`src/rtl/kvlt_pkg.sv`:
```
package kvlt_pkg;

  typedef enum logic [2:0] {
    ST_PRE_KEY  = 3'd0,
    ST_KEY      = 3'd1,
    ST_PRE_VAL  = 3'd2,
    ST_VAL      = 3'd3,
    ST_POST_VAL = 3'd4,
    ST_ERROR    = 3'd5
  } parse_state_t;

  typedef enum logic [2:0] {
    EV_KEY_CHAR   = 3'd0,
    EV_VAL_CHAR   = 3'd1,
    EV_DONE       = 3'd2,
    EV_INCOMPLETE = 3'd3,
    EV_TRAILING   = 3'd4,
    EV_KEY_OVF    = 3'd5,
    EV_VAL_OVF    = 3'd6
  } event_t;

  typedef struct packed {
    logic [7:0] ch;
    logic       nl;
    logic       ws;
  } token_t;

  typedef struct packed {
    event_t     ev;
    logic [7:0] ch;
    logic [7:0] key_length;
    logic [7:0] value_length;
  } result_t;

  localparam int unsigned CFG_INDEX_W = 2;
  localparam logic [CFG_INDEX_W-1:0] REG_KEY_LIMIT   = 2'd0;
  localparam logic [CFG_INDEX_W-1:0] REG_VALUE_LIMIT = 2'd1;

  localparam logic [7:0] LIMIT_RESET = 8'hFF;

  localparam logic [7:0] CH_NUL   = 8'h00;
  localparam logic [7:0] CH_TAB   = 8'h09;
  localparam logic [7:0] CH_NL    = 8'h0A;
  localparam logic [7:0] CH_CR    = 8'h0D;
  localparam logic [7:0] CH_SPACE = 8'h20;
  localparam logic [7:0] CH_SEMI  = 8'h3B;

endpackage

```
`src/rtl/key_value_line_tokenizer.sv`:
```
// An accepted byte is written into the token queue, then parsed from the queue head into
// the output register if it yields a result; it waits in the queue while the output side stalls.
// Throughput: one byte per cycle while the token queue is not full, set by the parser step in the back end.
// The token queue lets input keep flowing for QUEUE_DEPTH beats while the output stalls.
// Reset clears the parser state, comment flag, lengths, queue pointers and output valid flag,
// and sets both length limits to 255.
module key_value_line_tokenizer #(
  parameter int unsigned QUEUE_DEPTH = 4
) (
  input  logic                             clk,
  input  logic                             rst,
  input  logic                             s_axis_tvalid,
  output logic                             s_axis_tready,
  input  logic [7:0]                       s_axis_tdata,  // [7:0] byte_in
  output logic                             m_axis_tvalid,
  input  logic                             m_axis_tready,
  output logic [23:0]                      m_axis_tdata,  // [7:0] char_out, [15:8] key_length,
                                                          // [23:16] value_length
  output logic [2:0]                       m_axis_tuser,  // [2:0] event_res
  input  logic                             cfg_valid,
  output logic                             cfg_ready,
  input  logic [kvlt_pkg::CFG_INDEX_W-1:0] cfg_index,
  input  logic [7:0]                       cfg_data
);

  logic [7:0] key_limit;
  logic [7:0] value_limit;
  logic       in_accept;
  logic       q_full;
  logic       q_valid;
  logic       q_pop;
  kvlt_pkg::token_t  front_tok;
  kvlt_pkg::token_t  back_tok;
  kvlt_pkg::result_t res;

  assign cfg_ready     = 1'b1;
  assign s_axis_tready = !q_full;
  assign in_accept     = s_axis_tvalid && s_axis_tready;

  always_ff @(posedge clk) begin
    if (rst) begin
      key_limit   <= kvlt_pkg::LIMIT_RESET;
      value_limit <= kvlt_pkg::LIMIT_RESET;
    end else if (cfg_valid && cfg_ready) begin
      if (cfg_index == kvlt_pkg::REG_KEY_LIMIT) begin
        key_limit <= cfg_data;
      end
      if (cfg_index == kvlt_pkg::REG_VALUE_LIMIT) begin
        value_limit <= cfg_data;
      end
    end
  end

  kvlt_front u_front (
    .clk     (clk),
    .rst     (rst),
    .byte_in (s_axis_tdata),
    .accept  (in_accept),
    .tok     (front_tok)
  );

  kvlt_queue #(
    .DEPTH (QUEUE_DEPTH)
  ) u_queue (
    .clk       (clk),
    .rst       (rst),
    .push      (in_accept),
    .push_data (front_tok),
    .full      (q_full),
    .pop       (q_pop),
    .valid     (q_valid),
    .pop_data  (back_tok)
  );

  kvlt_back u_back (
    .clk         (clk),
    .rst         (rst),
    .tok_valid   (q_valid),
    .tok         (back_tok),
    .pop         (q_pop),
    .key_limit   (key_limit),
    .value_limit (value_limit),
    .res_valid   (m_axis_tvalid),
    .res_ready   (m_axis_tready),
    .res         (res)
  );

  assign m_axis_tuser = res.ev;
  assign m_axis_tdata = {res.value_length, res.key_length, res.ch};

`ifndef SYNTHESIS
  a_char_only_on_char_events: assert property (@(posedge clk) disable iff (rst)
    (m_axis_tvalid && (m_axis_tuser != kvlt_pkg::EV_KEY_CHAR)
      && (m_axis_tuser != kvlt_pkg::EV_VAL_CHAR)) |-> (m_axis_tdata[7:0] == 8'd0))
    else $error("non-character event carries a character");

  a_lengths_only_on_done: assert property (@(posedge clk) disable iff (rst)
    (m_axis_tvalid && (m_axis_tuser != kvlt_pkg::EV_DONE)) |-> (m_axis_tdata[23:8] == 16'd0))
    else $error("lengths present on an event other than done");

  a_done_has_lengths: assert property (@(posedge clk) disable iff (rst)
    (m_axis_tvalid && (m_axis_tuser == kvlt_pkg::EV_DONE))
      |-> ((m_axis_tdata[15:8] != 8'd0) && (m_axis_tdata[23:16] != 8'd0)))
    else $error("done event with an empty key or value");

  a_no_pop_when_empty: assert property (@(posedge clk) disable iff (rst)
    q_pop |-> q_valid)
    else $error("parser took a token from an empty queue");
`endif

endmodule

```
`src/rtl/kvlt_front.sv`:
```
module kvlt_front (
  input  logic              clk,
  input  logic              rst,
  input  logic [7:0]        byte_in,
  input  logic              accept,
  output kvlt_pkg::token_t  tok
);

  logic       comment_flag;
  logic       comment_flag_next;
  logic [7:0] mapped;
  logic [7:0] ch;
  logic       commenting;

  always_comb begin
    mapped = (byte_in == kvlt_pkg::CH_NUL) ? kvlt_pkg::CH_NL : byte_in;
    commenting = comment_flag || (mapped == kvlt_pkg::CH_SEMI);
    ch = (commenting && (mapped != kvlt_pkg::CH_NL)) ? kvlt_pkg::CH_SPACE : mapped;
    comment_flag_next = commenting && (mapped != kvlt_pkg::CH_NL);
    tok.ch = ch;
    tok.nl = (ch == kvlt_pkg::CH_NL);
    tok.ws = (ch == kvlt_pkg::CH_SPACE) || ((ch >= kvlt_pkg::CH_TAB) && (ch <= kvlt_pkg::CH_CR));
  end

  always_ff @(posedge clk) begin
    if (rst) begin
      comment_flag <= 1'b0;
    end else if (accept) begin
      comment_flag <= comment_flag_next;
    end
  end

endmodule

```
`src/rtl/kvlt_queue.sv`:
```
module kvlt_queue #(
  parameter int unsigned DEPTH = 4
) (
  input  logic              clk,
  input  logic              rst,
  input  logic              push,
  input  kvlt_pkg::token_t  push_data,
  output logic              full,
  input  logic              pop,
  output logic              valid,
  output kvlt_pkg::token_t  pop_data
);

  localparam int unsigned AW = (DEPTH > 1) ? $clog2(DEPTH) : 1;
  localparam int unsigned CW = $clog2(DEPTH + 1);
  localparam logic [AW-1:0] LAST = AW'(DEPTH - 1);
  localparam logic [CW-1:0] FULL_COUNT = CW'(DEPTH);

  kvlt_pkg::token_t mem [DEPTH];
  logic [AW-1:0] wr_ptr;
  logic [AW-1:0] rd_ptr;
  logic [CW-1:0] count;

  assign full     = (count == FULL_COUNT);
  assign valid    = (count != '0);
  assign pop_data = mem[rd_ptr];

  always_ff @(posedge clk) begin
    if (push) begin
      mem[wr_ptr] <= push_data;
    end
  end

  always_ff @(posedge clk) begin
    if (rst) begin
      wr_ptr <= '0;
      rd_ptr <= '0;
      count  <= '0;
    end else begin
      if (push) begin
        wr_ptr <= (wr_ptr == LAST) ? '0 : wr_ptr + 1'b1;
      end
      if (pop) begin
        rd_ptr <= (rd_ptr == LAST) ? '0 : rd_ptr + 1'b1;
      end
      unique case ({push, pop})
        2'b10:   count <= count + 1'b1;
        2'b01:   count <= count - 1'b1;
        default: count <= count;
      endcase
    end
  end

endmodule

```
`src/rtl/kvlt_back.sv`:
```
module kvlt_back (
  input  logic              clk,
  input  logic              rst,
  input  logic              tok_valid,
  input  kvlt_pkg::token_t  tok,
  output logic              pop,
  input  logic [7:0]        key_limit,
  input  logic [7:0]        value_limit,
  output logic              res_valid,
  input  logic              res_ready,
  output kvlt_pkg::result_t res
);

  kvlt_pkg::parse_state_t state;
  kvlt_pkg::parse_state_t state_next;
  logic [7:0] key_count;
  logic [7:0] key_count_next;
  logic [7:0] value_count;
  logic [7:0] value_count_next;
  logic              emit;
  kvlt_pkg::result_t res_next;

  assign pop = tok_valid && (!res_valid || res_ready);

  always_comb begin
    state_next = state;
    if (tok.nl) begin
      state_next = kvlt_pkg::ST_PRE_KEY;
    end else begin
      unique case (state)
        kvlt_pkg::ST_PRE_KEY:  if (!tok.ws) state_next = kvlt_pkg::ST_KEY;
        kvlt_pkg::ST_KEY:      if (tok.ws) state_next = kvlt_pkg::ST_PRE_VAL;
        kvlt_pkg::ST_PRE_VAL:  if (!tok.ws) state_next = kvlt_pkg::ST_VAL;
        kvlt_pkg::ST_VAL:      if (tok.ws) state_next = kvlt_pkg::ST_POST_VAL;
        kvlt_pkg::ST_POST_VAL: if (!tok.ws) state_next = kvlt_pkg::ST_ERROR;
        default:               state_next = state;
      endcase
    end
  end

  always_comb begin
    emit = 1'b0;
    res_next.ev = kvlt_pkg::EV_KEY_CHAR;
    res_next.ch = '0;
    res_next.key_length = '0;
    res_next.value_length = '0;
    key_count_next = tok.nl ? 8'd0 : key_count;
    value_count_next = tok.nl ? 8'd0 : value_count;
    unique case (state)
      kvlt_pkg::ST_PRE_KEY: begin
        if (!tok.nl && !tok.ws) begin
          emit = 1'b1;
          res_next.ev = kvlt_pkg::EV_KEY_CHAR;
          res_next.ch = tok.ch;
          key_count_next = 8'd1;
        end
      end
      kvlt_pkg::ST_KEY: begin
        if (tok.nl) begin
          emit = 1'b1;
          res_next.ev = kvlt_pkg::EV_INCOMPLETE;
        end else if (!tok.ws) begin
          emit = 1'b1;
          if (key_count < key_limit) begin
            res_next.ev = kvlt_pkg::EV_KEY_CHAR;
            res_next.ch = tok.ch;
            key_count_next = key_count + 8'd1;
          end else begin
            res_next.ev = kvlt_pkg::EV_KEY_OVF;
          end
        end
      end
      kvlt_pkg::ST_PRE_VAL: begin
        if (tok.nl) begin
          emit = 1'b1;
          res_next.ev = kvlt_pkg::EV_INCOMPLETE;
        end else if (!tok.ws) begin
          emit = 1'b1;
          res_next.ev = kvlt_pkg::EV_VAL_CHAR;
          res_next.ch = tok.ch;
          value_count_next = 8'd1;
        end
      end
      kvlt_pkg::ST_VAL: begin
        if (tok.nl) begin
          emit = 1'b1;
          res_next.ev = kvlt_pkg::EV_DONE;
          res_next.key_length = key_count;
          res_next.value_length = value_count;
        end else if (!tok.ws) begin
          emit = 1'b1;
          if (value_count < value_limit) begin
            res_next.ev = kvlt_pkg::EV_VAL_CHAR;
            res_next.ch = tok.ch;
            value_count_next = value_count + 8'd1;
          end else begin
            res_next.ev = kvlt_pkg::EV_VAL_OVF;
          end
        end
      end
      kvlt_pkg::ST_POST_VAL: begin
        if (tok.nl) begin
          emit = 1'b1;
          res_next.ev = kvlt_pkg::EV_DONE;
          res_next.key_length = key_count;
          res_next.value_length = value_count;
        end else if (!tok.ws) begin
          emit = 1'b1;
          res_next.ev = kvlt_pkg::EV_TRAILING;
        end
      end
      default: begin
        emit = 1'b0;
      end
    endcase
  end

  always_ff @(posedge clk) begin
    if (rst) begin
      state       <= kvlt_pkg::ST_PRE_KEY;
      key_count   <= '0;
      value_count <= '0;
      res_valid   <= 1'b0;
    end else begin
      if (pop) begin
        state       <= state_next;
        key_count   <= key_count_next;
        value_count <= value_count_next;
        res_valid   <= emit;
      end else if (res_ready) begin
        res_valid <= 1'b0;
      end
    end
  end

  always_ff @(posedge clk) begin
    if (pop && emit) begin
      res <= res_next;
    end
  end

endmodule

```
`config.mk`:
```
export PLATFORM = sky130hd
export DESIGN_NAME = key_value_line_tokenizer
export DESIGN_NICKNAME = d
export VERILOG_FILES = /design/src/rtl/kvlt_pkg.sv /design/src/rtl/key_value_line_tokenizer.sv /design/src/rtl/kvlt_front.sv /design/src/rtl/kvlt_queue.sv /design/src/rtl/kvlt_back.sv
export SDC_FILE = /design/constraint.sdc
export NUM_CORES = 1
export LEC_CHECK = 0
export CORE_MARGIN = 2
export CORE_UTILIZATION = 55
export DETAILED_ROUTE_END_ITERATION = 6
export DONT_BUFFER_PORTS = 1
export PLACE_DENSITY_LB_ADDON = 0.12
export SYNTH_ARGS = -nofsm -noshare
export SYNTH_HDL_FRONTEND = slang
export SYNTH_SLANG_ARGS = --single-unit
```
`constraint.sdc`:
```
create_clock -name clk -period 3.9 [get_ports clk]
set_input_delay 0.78 -clock clk [delete_from_list [all_inputs] [get_ports clk]]
set_output_delay 0.78 -clock clk [all_outputs]
set_load 0.02 [all_outputs]
```
; Yosys cells after proc, flatten, opt, wreduce, memory -nomap -nowiden
; Memory sizes are Yosys's and may differ from the RTL's. A register that Yosys moved wholly into a read port is not among the register bits.
; Cells that the tools add are included.
[totals]
reg_bits = 71
latchBits = 0
mem_bits_rw = 40
rom_bits = 0
in_bits = 23
out_inout_bits = 30
word_cells = 123
mem_count = 1
[op_classes]
addsub = 6
multipliers = 0
n_div = 0
magnitude_cmp = 4
n_eq_ne = 19
shift = 0
n_mux = 53
n_bitwise = 0
reduce_logical = 26
[mem_list]
columns = name, depth, width, rd, rd_ports_with_merged_regs, write_ports, line_no
row1 = u_queue.mem, 4, 10, 1, 1, 1, kvlt_queue.sv:19  ; kvlt_pkg::token_t mem [DEPTH];
[op_table]
columns = op, count
row1 = 8-bit two-way mux, 19
row2 = 3-bit two-way mux, 12
row3 = 8-bit case mux with 2 select lines, 2
row4 = 8-bit case mux with 4 select lines, 1
row5 = 3-bit case mux with 5 select lines, 2
row6 = 11-bit two-way mux, 2
row7 = 8-bit by 1-bit adder with 8-bit output (second input constant), 2
row8 = 8-bit by 6-bit == test with 1-bit output (second input constant), 2
row9 = 8-bit less-than comparator, 2
row10 = 2-bit two-way mux, 5
row11 = 9-bit two-way mux, 1
row12 = 3-bit by 2-bit != test with 1-bit output (second input constant), 3
row13 = 8-bit by 4-bit == test with 1-bit output (second input constant), 1
row14 = 8-bit by 4-bit greater-or-equal comparator with 1-bit output (second input constant), 1
row15 = 8-bit by 4-bit less-or-equal comparator with 1-bit output (second input constant), 1
row16 = 8-bit zero test, 1
row17 = 8-bit by 4-bit != test with 1-bit output (second input constant), 1
row18 = 1-bit two-way mux, 7
row19 = 7-bit AND reduction, 1
row20 = 2-bit == test (second input constant), 3
row21 = 3-bit by 2-bit == test with 1-bit output (second input constant), 2
row22 = 3-bit == test (second input constant), 2
row23 = 1-bit logical AND, 6
row24 = 3-bit by 1-bit != test with 1-bit output (second input constant), 2
row25 = 17 further kinds, 27

; Logic depth before layout (Yosys ltp)
; Gate-level depths: netlist (run 1).
[depth]
ltp_word = 9
depth_mapped = 11
mapped_depth_nobuf = 9

; By module
; A second synthesis (run 1) with hierarchy kept.
[hier_totals]
hier_cells = 509
hier_area_um2 = 5501.5
[modules_own_cells]
columns = module, instances, cells_each, area_each_um2, seq_area_each_um2
row1 = kvlt_back, 1, 309, 2743.9, 1211.2
row2 = kvlt_queue, 1, 96, 1883.1, 1381.3
row3 = key_value_line_tokenizer, 1, 66, 634.4, 320.3
row4 = kvlt_front, 1, 38, 240.2, 20.0

; Least setup slack after synthesis (run 1)
; No wires, ideal clock.
[synth_timing]
path_type = input to register
from = in m_axis_tready
to = reg u_back.res[0] (netlist name)
setup_time_ns = 0.447
t_arrival_ns = 3.430
required_ns = 3.453
path_slack_ns = 0.022
cell_stages = 6
n_path_buf = 1
path_cell_list = nor2b_1 or2_1 clkbuf_1 inv_1 o21ai_0 nor3_1
[synth_via]
elab_chain_len = 3
[synth_lines]
columns = element, line_no
row1 = from (decl), key_value_line_tokenizer.sv:16  ; input logic m_axis_tready,
row2 = 1-bit logical OR, kvlt_back.sv:23  ; assign pop = tok_valid && (!res_valid || res_ready);
row3 = 1-bit logical AND, kvlt_back.sv:23
row4 = 1-bit logical AND, kvlt_back.sv:137  ; if (pop && emit) begin
; Every way passes these cells.
; A chain may end at the register's enable or synchronous reset.

; Final worst setup path (run 1)
[layout_timing]
from = reg u_back.res_valid
to = reg u_queue.count[2]
[layout_via]
elab_chain_len = 5
word_cells_on_any_way = 7
classes_between = eq/ne (2) / mux (1) / reduce/logical (4)
[layout_lines]
columns = element, line_no
row1 = from (decl), kvlt_back.sv:9  ; output logic res_valid,
row2 = from (signal assigned), kvlt_back.sv:129  ; res_valid <= emit;
row3 = 1-bit zero test (*), kvlt_back.sv:23
row4 = 1-bit logical OR (*), kvlt_back.sv:23
row5 = 1-bit logical AND (*), kvlt_back.sv:23
row6 = 2-bit by 1-bit == test with 1-bit output or 2-bit == test (tied branches), kvlt_queue.sv:46  ; unique case ({push, pop})
row7 = 3-bit case mux with 2 select lines or 2-bit nonzero test (tied branches), --
row8 = to (signal assigned), kvlt_queue.sv:47  ; 2'b10: count <= count + 1'b1;
row9 = to (signal assigned), kvlt_queue.sv:48  ; 2'b01: count <= count - 1'b1;
row10 = to (signal assigned), kvlt_queue.sv:49  ; default: count <= count;
row11 = to (decl), kvlt_queue.sv:22  ; logic [CW-1:0] count;
; Every way passes the cells marked *; elsewhere a longest branch is shown, timed or not.

==> results.yml, run 1 <==
power:
  switchingPower_mw: 1.40
  p_comb_share_pct: 22.4
  p_sw_share_pct: 32.3
  p_clk_share_pct: 35.5
  seqPwrFrac_pct: 42.0
  irDropWorstVdd_uv: 422
  p_leak_nw: 2.29
  power_density_nw_per_um2: 714
  p_int_mw: 2.93
drt:
  vias_per_cell: 5.87
  dr_total_vias: 3709
  first_pass_iters: 5
  drc: 0
  routedWlPerCell_um: 17.1
  wl_mm: 10.8
  drt_iter0_markers: 279
  drtAntennaViolNets: 0
synthesis:
  seq_area_frac_synth_pct: 54.5
  synth_edf_count: 67
  syn_nets: 533
  synthDistinctLibCells: 61
  synth_area_leaders: "edfxtp_1, dfxtp_1, ha_1"
  syn_avg_cell_area_um2: 11.0
  yosys_warnings: 0
  synth_area_leader_cell: "edfxtp_1"
  netlist_area_um2: 5380
  synth_flop_cell: "edfxtp_1"
  synth_top_area_share_pct: 37.4
  async_reset_ff_share_pct: 0
  synth_seq_cells: 113
  synth_cells: 487
sta:
  hold_violations: 0
  relSlewSlack_pct: 41.2
  final.setup.tns_ps: 0
  clock_skew_ps: 10.2
  finalCritPeriodShare_pct: 70.1
  drv_slew: 0
  fin_ws_ps: 1170
  setup_viol: 0
  period_minus_slack_ps: 2730
  max_freq_mhz: 366
  tightest_slew_ps: 879
  rsz0062_at_grt: "false"
critical_path:
  path_max_fanout: 16
  path_common_cell: "inv_1"
  crit_chain: "nor2b_1 > or2_1 > inv_1 > ha_1 > inv_1 > fa_1 > xor2_1 > or3_1 > a21oi_1"
  critical-path-max-stage-delay_ps: 440
  r2r_cells: 9
  r2r_start: "u_back.res_valid"
  end_kind: "flip-flop"
  cp.arrival_ps: 3170
  cp.required_ps: 4340
  reg2reg_setup_slack_ps: 1170
  slowest_stage: "inv_1"
  worstSetupStartpointType: "flip-flop"
  critPathKind: "reg -> reg"
  r2r-end: "u_queue.count[2]"
hold_path:
  worstHoldStart: "rst"
  hp-class: "in -> reg"
  min_to: "u_back.value_count[1]"
  hold_depth: 1
cells_and_area:
  fin_cells: 632
  num_antenna_cells: 0
  fin_area_um2: 6060
  area_delta_synth_final_pct: 12.8
  num-fill-cells: 776
  layout-drive-gt1-share_pct: 10.0
  fin_nets: 533
floorplanning:
  die_x_um: 103
  dieHeight_um: 103
  die_area_um2: 10600
  io_pins: 53
  floorplan.initialDensity_pct: 55.8
  fp.coreArea_um2: 9640
  rows: 36
place:
  io_buffers: 0
  post-place-cells: 601
  hpwl_mm: 7.30
  place_ws_ps: 942
  place_area_um2: 5480
  gp_congestion: 0.852
status:
  status: "finished, final reports clean"
clock_tree:
  h-tree-depth: 4
  clk_latency_ps: 510
  clock-sinks: 113
  clock-root-buffer: "clkbuf_8"
  clkTransAtPathRegs_ps: 50
  cts_resized: 0
  cts_setup_buffers: 0
  clock_path_buffers: 2
  cts_tree: "yes"
  postCtsHoldBufs: 0
  cts_made_buffers: 17
global_route:
  grt_overflow_total: 0
  grt_pass1_wl_mm: 17.6
  grt_pass1_vias: 3483
  grt_max_degree: 41
  grt_usage_pct: 22.1
  antenna_found_initial: 0
run:
  maxCapViolCount: 0
## cells by family (layout without fill, tap and decap cells)
kind of cell	after synthesis	in the layout	share of synthesized area, %
fa+ha+maj	23	23	5.49
other cells	1	1	0.0697
xor+xnor	7	7	1.14
flops	113	113	54.5
simple gates	172	172	16.6
mux	19	19	5.93
buf+inv	54	66	4.02
compound gates	98	98	12.2
## worst max-delay path, delay by kind of cell (launching register included)
kind	cells	cell delay, ps
fa+ha+maj	2	670
buf+inv	2	500
xor+xnor	1	160
compound gates	1	150
flops	1	370
simple gates	3	830
## state kept, by name (all words and copies together) (netlist names), named ones only
name	count
u_queue.mem	40
u_queue.rd_ptr	2
u_back.value_count	8
value_limit	8
u_front.comment_flag	1
u_back.state	3
u_queue.count	3
u_queue.wr_ptr	2
u_back.res	27
key_limit	8
u_back.key_count	8
u_back.res_valid	1
## how the worst max path moves through the flow
stage,start,endpoint,cells past startpoint
floorplan,m_axis_tready,u_back.res[0],6
global placement,m_axis_tready,u_queue.count[2],9
detailed placement,m_axis_tready,u_queue.count[2],9
CTS,u_back.res_valid,u_queue.count[2],9
global route,u_back.res_valid,u_queue.count[2],9
finish,u_back.res_valid,u_queue.count[2],9
## through the flow
step                      utilization, %  hold slack (ps)  power (mW)
after global placement              56.8              470        2.77
after floorplan                        -              454        2.58
final                               62.9              349        4.33
after CTS                           62.9              327        4.34
after global routing                62.9              323        4.54
after detailed placement            56.8              477        2.80
## cell usage after synthesis (3+ instances only)
| library cell | instances |
|---|---|
| buf_2 | 5 |
| or4_1 | 3 |
| clkbuf_1 | 13 |
| o21a_1 | 4 |
| o21ai_0 | 20 |
| xnor2_1 | 3 |
| nand3_1 | 12 |
| a21oi_1 | 21 |
| mux2_2 | 3 |
| ha_1 | 22 |
| dfxtp_1 | 46 |
| a31oi_1 | 7 |
| nor2_1 | 42 |
| o211ai_1 | 3 |
| and3_1 | 9 |
| nor3_1 | 15 |
| o22ai_1 | 3 |
| nand4_1 | 3 |
| nor2b_1 | 18 |
| nand2b_1 | 3 |
| and2_1 | 22 |
| edfxtp_1 | 67 |
| o32ai_1 | 3 |
| mux4_2 | 10 |
| a211o_1 | 14 |
| or3_1 | 5 |
| xor2_1 | 4 |
| nand2_1 | 29 |
| inv_1 | 33 |
| mux2i_1 | 6 |
## metal layers
| layer | vias to the layer above | global-route usage, % | wire length [um] |
|---|---|---|---|
| li1 | 1783 | - | - |
| met1 | 1749 | 31.9 | 5000 |
| met2 | 161 | 32.5 | 4910 |
| met3 | 16 | 5.42 | 780 |
| met4 | 0 | 8.20 | 131 |
| met5 | - | 0 | 0 |
## cell type report
class,instances,area [um2],area share (%)
Multi-Input combinational cell,320,2240,36.9
Tap cell,133,166,2.74
Clock inverter,12,166,2.74
Clock buffer,19,422,6.95
Timing Repair Buffer,2,15.0,0.248
Sequential cell,113,2930,48.4
Inverter,33,124,2.04
## placed cells by master (no fill, tap or decap), drive strengths merged, types with 5 or more instances in the layout
master,instances
a31oi,7
or3,5
clkbuf,19
mux4,10
ha,22
a211o,14
and2,22
nor3,18
nand2,30
and3,9
nor2,42
nor2b,18
o21ai,22
nand3,12
edfxtp,67
clkinv,6
inv,33
a21oi,21
dfxtp,46
mux2i,6
## power by group through the flow
stage | clock (mW) | sequential [mW] | combinational (mW)
5_1_grt | 1.61 | 1.85 | 1.08
3_5_place_dp | 0 | 1.84 | 0.953
2_1_floorplan | 0 | 1.79 | 0.787
6_report | 1.54 | 1.82 | 0.972
4_1_cts | 1.55 | 1.82 | 0.965
3_3_place_gp | 0 | 1.84 | 0.932
Power figures use the tool's default switching activity.
==> run 2: changes to the inputs <==
Clock period 3.9 ns to 2.75 ns, I/O delays scaled along.
==> results.yml, run 2 (synthesized netlist as in run 1, its figures left out) <==
cells_and_area:
  num-fill-cells: 764
  fin_util_pct: 63.8
  layout-drive-gt1-share_pct: 11.7
  fin_nets: 539
  final_common_cell: "edfxtp_1"
  reg.largest.list: "u_queue.mem x40, u_back.res x27"
  largest_reg_flops: 40
  area_delta_synth_final_pct: 14.4
  final_cell_mix: "edfxtp_1, dfxtp_1, nor2_1, inv_1, nand2_1"
  top_register: "u_queue.mem"
  num_antenna_cells: 0
global_route:
  antenna_found_initial: 0
  grt_usage_pct: 22.1
  grt_pass1_vias: 3419
  grt_max_degree: 41
  grt_overflow_total: 0
  grt_pass1_wl_mm: 17.5
sta:
  tightest_slew_ps: 903
  max_freq_mhz: 435
  setup_viol: 0
  hold_violations: 0
  drv_slew: 0
  clock_skew_ps: 8.05
  fin_ws_ps: 453
  relSlewSlack_pct: 39.5
  final.setup.tns_ps: 0
  rsz0062_at_grt: "false"
  period_minus_slack_ps: 2300
  finalCritPeriodShare_pct: 83.5
critical_path:
  end_kind: "flip-flop"
  r2r_cells: 9
  critPathKind: "reg -> reg"
  path_max_fanout: 6
  worstSetupStartpointType: "flip-flop"
  cp.arrival_ps: 2740
  cp.required_ps: 3190
  reg2reg_setup_slack_ps: 450
floorplanning:
  dieHeight_um: 103
  die_area_um2: 10600
  rows: 36
  floorplan.initialDensity_pct: 55.8
  io_pins: 53
  fp.coreArea_um2: 9640
  die_x_um: 103
power:
  irDropWorstVdd_uv: 692
  p_int_mw: 4.29
  p_leak_nw: 2.34
  p_comb_share_pct: 23.4
  seqPwrFrac_pct: 41.1
  p_clk_share_pct: 35.5
  power_density_nw_per_um2: 1020
  switchingPower_mw: 1.97
  p_sw_share_pct: 31.5
drt:
  drt_iter0_markers: 249
  dr_total_vias: 3650
  vias_per_cell: 5.71
  first_pass_iters: 5
  drtAntennaViolNets: 0
  routedWlPerCell_um: 16.7
  drc: 0
  wl_mm: 10.7
clock_tree:
  clkTransAtPathRegs_ps: 50
  cts_setup_buffers: 0
  clock_path_buffers: 2
  clock-root-buffer: "clkbuf_8"
  postCtsHoldBufs: 0
  cts_made_buffers: 17
  clock-sinks: 113
  cts_tree: "yes"
  clk_latency_ps: 510
  cts_resized: 0
  h-tree-depth: 4
place:
  gp_congestion: 0.897
  hpwl_mm: 7.45
  io_buffers: 0
  place_ws_ps: 394
run:
  maxCapViolCount: 0
status:
  status: "finished, final reports clean"
hold_path:
  hold_depth: 1
  hp-class: "in -> reg"
## run 2: worst max-delay path, stage by stage, from the launching register on
cell     delay, ps
dfxtp_1        370
nor2b_1        210
or2_1          310
inv_1          100
ha_1           190
inv_1           60
fa_1           380
xor2_1         160
or3_1          310
a21oi_1        140
## run 2: per-layer routing
metal,part of all wire (%),track usage [%],up-vias
li1,-,-,1788
met1,48,32.4,1727
met2,45,31.6,124
met3,6.1,6.64,11
met4,1.2,7.39,0
met5,0,0,-
## run 2: stage by stage
stage	hold slack [ps]	instances	cell area (um2)	total power, mW
after floorplan	454	487	5390	3.67
after global placement	464	607	5540	4.04
after global routing	84.1	639	6150	6.61
after CTS	82.4	639	6150	6.30
after detailed placement	468	607	5540	4.06
final	116	639	6150	6.26
## run 2: power by group through the flow
stage / Combinational [mW] / Clock, mW / Sequential (mW)
3_5_place_dp: 1.45 / 0 / 2.61
5_1_grt: 1.64 / 2.34 / 2.62
4_1_cts: 1.46 / 2.26 / 2.58
6_report: 1.46 / 2.22 / 2.58
3_3_place_gp: 1.44 / 0 / 2.60
2_1_floorplan: 1.14 / 0 / 2.53
## run 2: final timing paths
| kind | startpoint | endpoint |
|---|---|---|
| hold / removal | rst | u_back.key_count[5] |
| setup reg to reg | u_back.res_valid | u_queue.count[2] |
| setup / recovery | u_back.res_valid | u_queue.count[2] |
| hold reg to reg | u_queue.rd_ptr[1] | u_queue.rd_ptr[1] |
## run 2: layout make-up
type | instances | area, um2 | area share (%)
clock inverter | 11 | 160 | 2.60
timing repair buffer | 8 | 72.6 | 1.18
multi-input combinational | 320 | 2240 | 36.5
clock buffer | 21 | 449 | 7.30
sequential | 113 | 2930 | 47.7
tap | 133 | 166 | 2.71
inverter | 33 | 124 | 2.01
==> run 3: changes to the inputs <==
Settings changed: ABC_AREA set to 1.
Clock period 2.75 ns to 2.3 ns, I/O delays scaled along.
==> results.yml, run 3 <==
status:
  status: "finished, final reports clean"
global_route:
  grt_overflow_total: 0
  grt_pass1_vias: 4146
  antenna_found_initial: 0
  grt_usage_pct: 23.6
  grt_pass1_wl_mm: 20.5
  grt_max_degree: 36
power:
  p_leak_nw: 2.78
  power_mw: 9.00
  power_density_nw_per_um2: 1390
  irDropWorstVdd_uv: 945
drt:
  routedWlPerCell_um: 15.1
  drt_iter0_markers: 278
  drtAntennaViolNets: 0
  vias_per_cell: 5.40
  wl_mm: 12.4
  dr_total_vias: 4430
  first_pass_iters: 5
  drc: 0
synthesis:
  synth.most_common_cell: "nand2_1"
  yosys_warnings: 0
  syn_avg_cell_area_um2: 8.70
  synth_top_area_share_pct: 35.4
  synth_area_leaders: "edfxtp_1, dfxtp_1, nand2_1"
  synthTopCellsByCount: "nand2_1, inv_1, nor2_1"
  synth_flop_cell: "edfxtp_1"
  async_reset_ff_share_pct: 0
  synthDistinctLibCells: 43
  syn_nets: 698
  synth_edf_count: 67
  synth_area_leader_cell: "edfxtp_1"
  synth_cells: 652
  synth_seq_cells: 113
  netlist_area_um2: 5680
  seq_area_frac_synth_pct: 51.7
cells_and_area:
  largest_reg_flops: 40
  final_cell_mix: "nand2_1, inv_1, nor2_1, edfxtp_1, dfxtp_1"
  fin_area_um2: 6480
  final_common_cell: "nand2_1"
  fin_util_pct: 63.6
  fin_cells: 820
  area_delta_synth_final_pct: 14.1
  reg.largest.list: "u_queue.mem x40, u_back.res x27"
  layout-drive-gt1-share_pct: 12.6
  top_register: "u_queue.mem"
  num_antenna_cells: 0
  fin_nets: 717
sta:
  clock_skew_ps: 6.14
  period_minus_slack_ps: 2070
  fin_ws_ps: 228
  final.setup.tns_ps: 0
  hold_violations: 0
  setup_viol: 0
  finalCritPeriodShare_pct: 90.1
  timing.hold.ws_ps: 54.4
  rsz0062_at_grt: "false"
  max_freq_mhz: 483
  drv_slew: 0
clock_tree:
  clock_path_buffers: 2
  cts_setup_buffers: 0
  clk_latency_ps: 520
  cts_made_buffers: 17
  cts_tree: "yes"
  clkTransAtPathRegs_ps: 60
  clock-root-buffer: "clkbuf_8"
  h-tree-depth: 4
  clock-sinks: 113
floorplanning:
  io_pins: 53
  fp.coreArea_um2: 10200
  die_area_um2: 11100
  die_x_um: 106
  dieHeight_um: 106
  floorplan.initialDensity_pct: 55.7
  rows: 37
place:
  io_buffers: 0
  hpwl_mm: 8.65
  place_area_um2: 5880
  post-place-cells: 786
  place_ws_ps: 237
  gp_congestion: 0.939
run:
  maxCapViolCount: 0
critical_path:
  r2r_cells: 9
  worstSetupStartpointType: "flip-flop"
  end_kind: "flip-flop"
  cp.required_ps: 2520
  critPathKind: "reg -> reg"
  cp.arrival_ps: 2290
  path_max_fanout: 25
hold_path:
  hp-class: "in -> reg"
  hold_depth: 2
==> run 3: cell types whose count changed in the layout (fill, tap and decap cells not counted), sizes merged, moves of 13 or more <==
cell,delta
nor2b,-18
inv,+59
nand3,+22
and2,-22
a21oi,+25
o21ai,+13
nand2,+117
o211ai,+14
a211o,-14
nor2,+38
==> run 3: timing repair <==
item	in CTS	in global routing
hold buffers	1	1
resized for setup	0	1
endpoints found under the hold margin	5	2
endpoints found under the setup margin	0	2
==> run 3: cell type report <==
cell class                      count  area (um2)
Clock buffer                       17         414
Multi-Input combinational cell    428        2290
Inverter                           90         338
Fill cell                         846        3710
Clock inverter                     15         159
Sequential cell                   113        2930
Timing Repair Buffer               21         175
Tap cell                          136         170
==> run 3: power by group <==
| group | switching, mW | total [mW] | internal (mW) |
|---|---|---|---|
| sequential | 0.588 | 3.39 | 2.80 |
| combinational | 2.10 | 3.09 | 0.997 |
| clock | 0.966 | 2.51 | 1.55 |
==> run 3: path summary, 6_finish.rpt <==
path                         start                to  slack (ps)
setup / recovery   u_back.state[1]    u_back.res[15]         230
hold / removal         cfg_data[0]    value_limit[0]          50
setup reg to reg   u_back.state[1]    u_back.res[15]         230
hold reg to reg   u_queue.count[0]  u_queue.count[0]         480
==> run 3: logic make-up after synthesis <==
family | count (synthesis) | synth area share [%]
AND/OR/NAND/NOR | 279 | 21.3
AO/OA/AOI/OAI | 119 | 12.8
flip-flops | 113 | 51.7
buffers and inverters | 111 | 8.07
adder cells (fa/ha/maj) | 23 | 5.20
XOR/XNOR | 6 | 0.926
other | 1 | 0.0661
==> run 3: critical path, cell delays in order (launching register included) <==
cell and delay [ps]:
dfxtp_1 500, inv_1 110, nor2_2 200, inv_2 100, o21ai_1 170, nor2_1 90, o21ai_1 100, nand3_1 130
inv_1 170, buf_12 200
==> run 3: metal layers <==
metal  up-vias  GRT usage [%]  wire length [um]
li1       2222              -                 -
met1      2028           33.4              5860
met2       165           36.0              5630
met3        15           5.26               754
met4         0           8.08               150
met5         -              0                 0
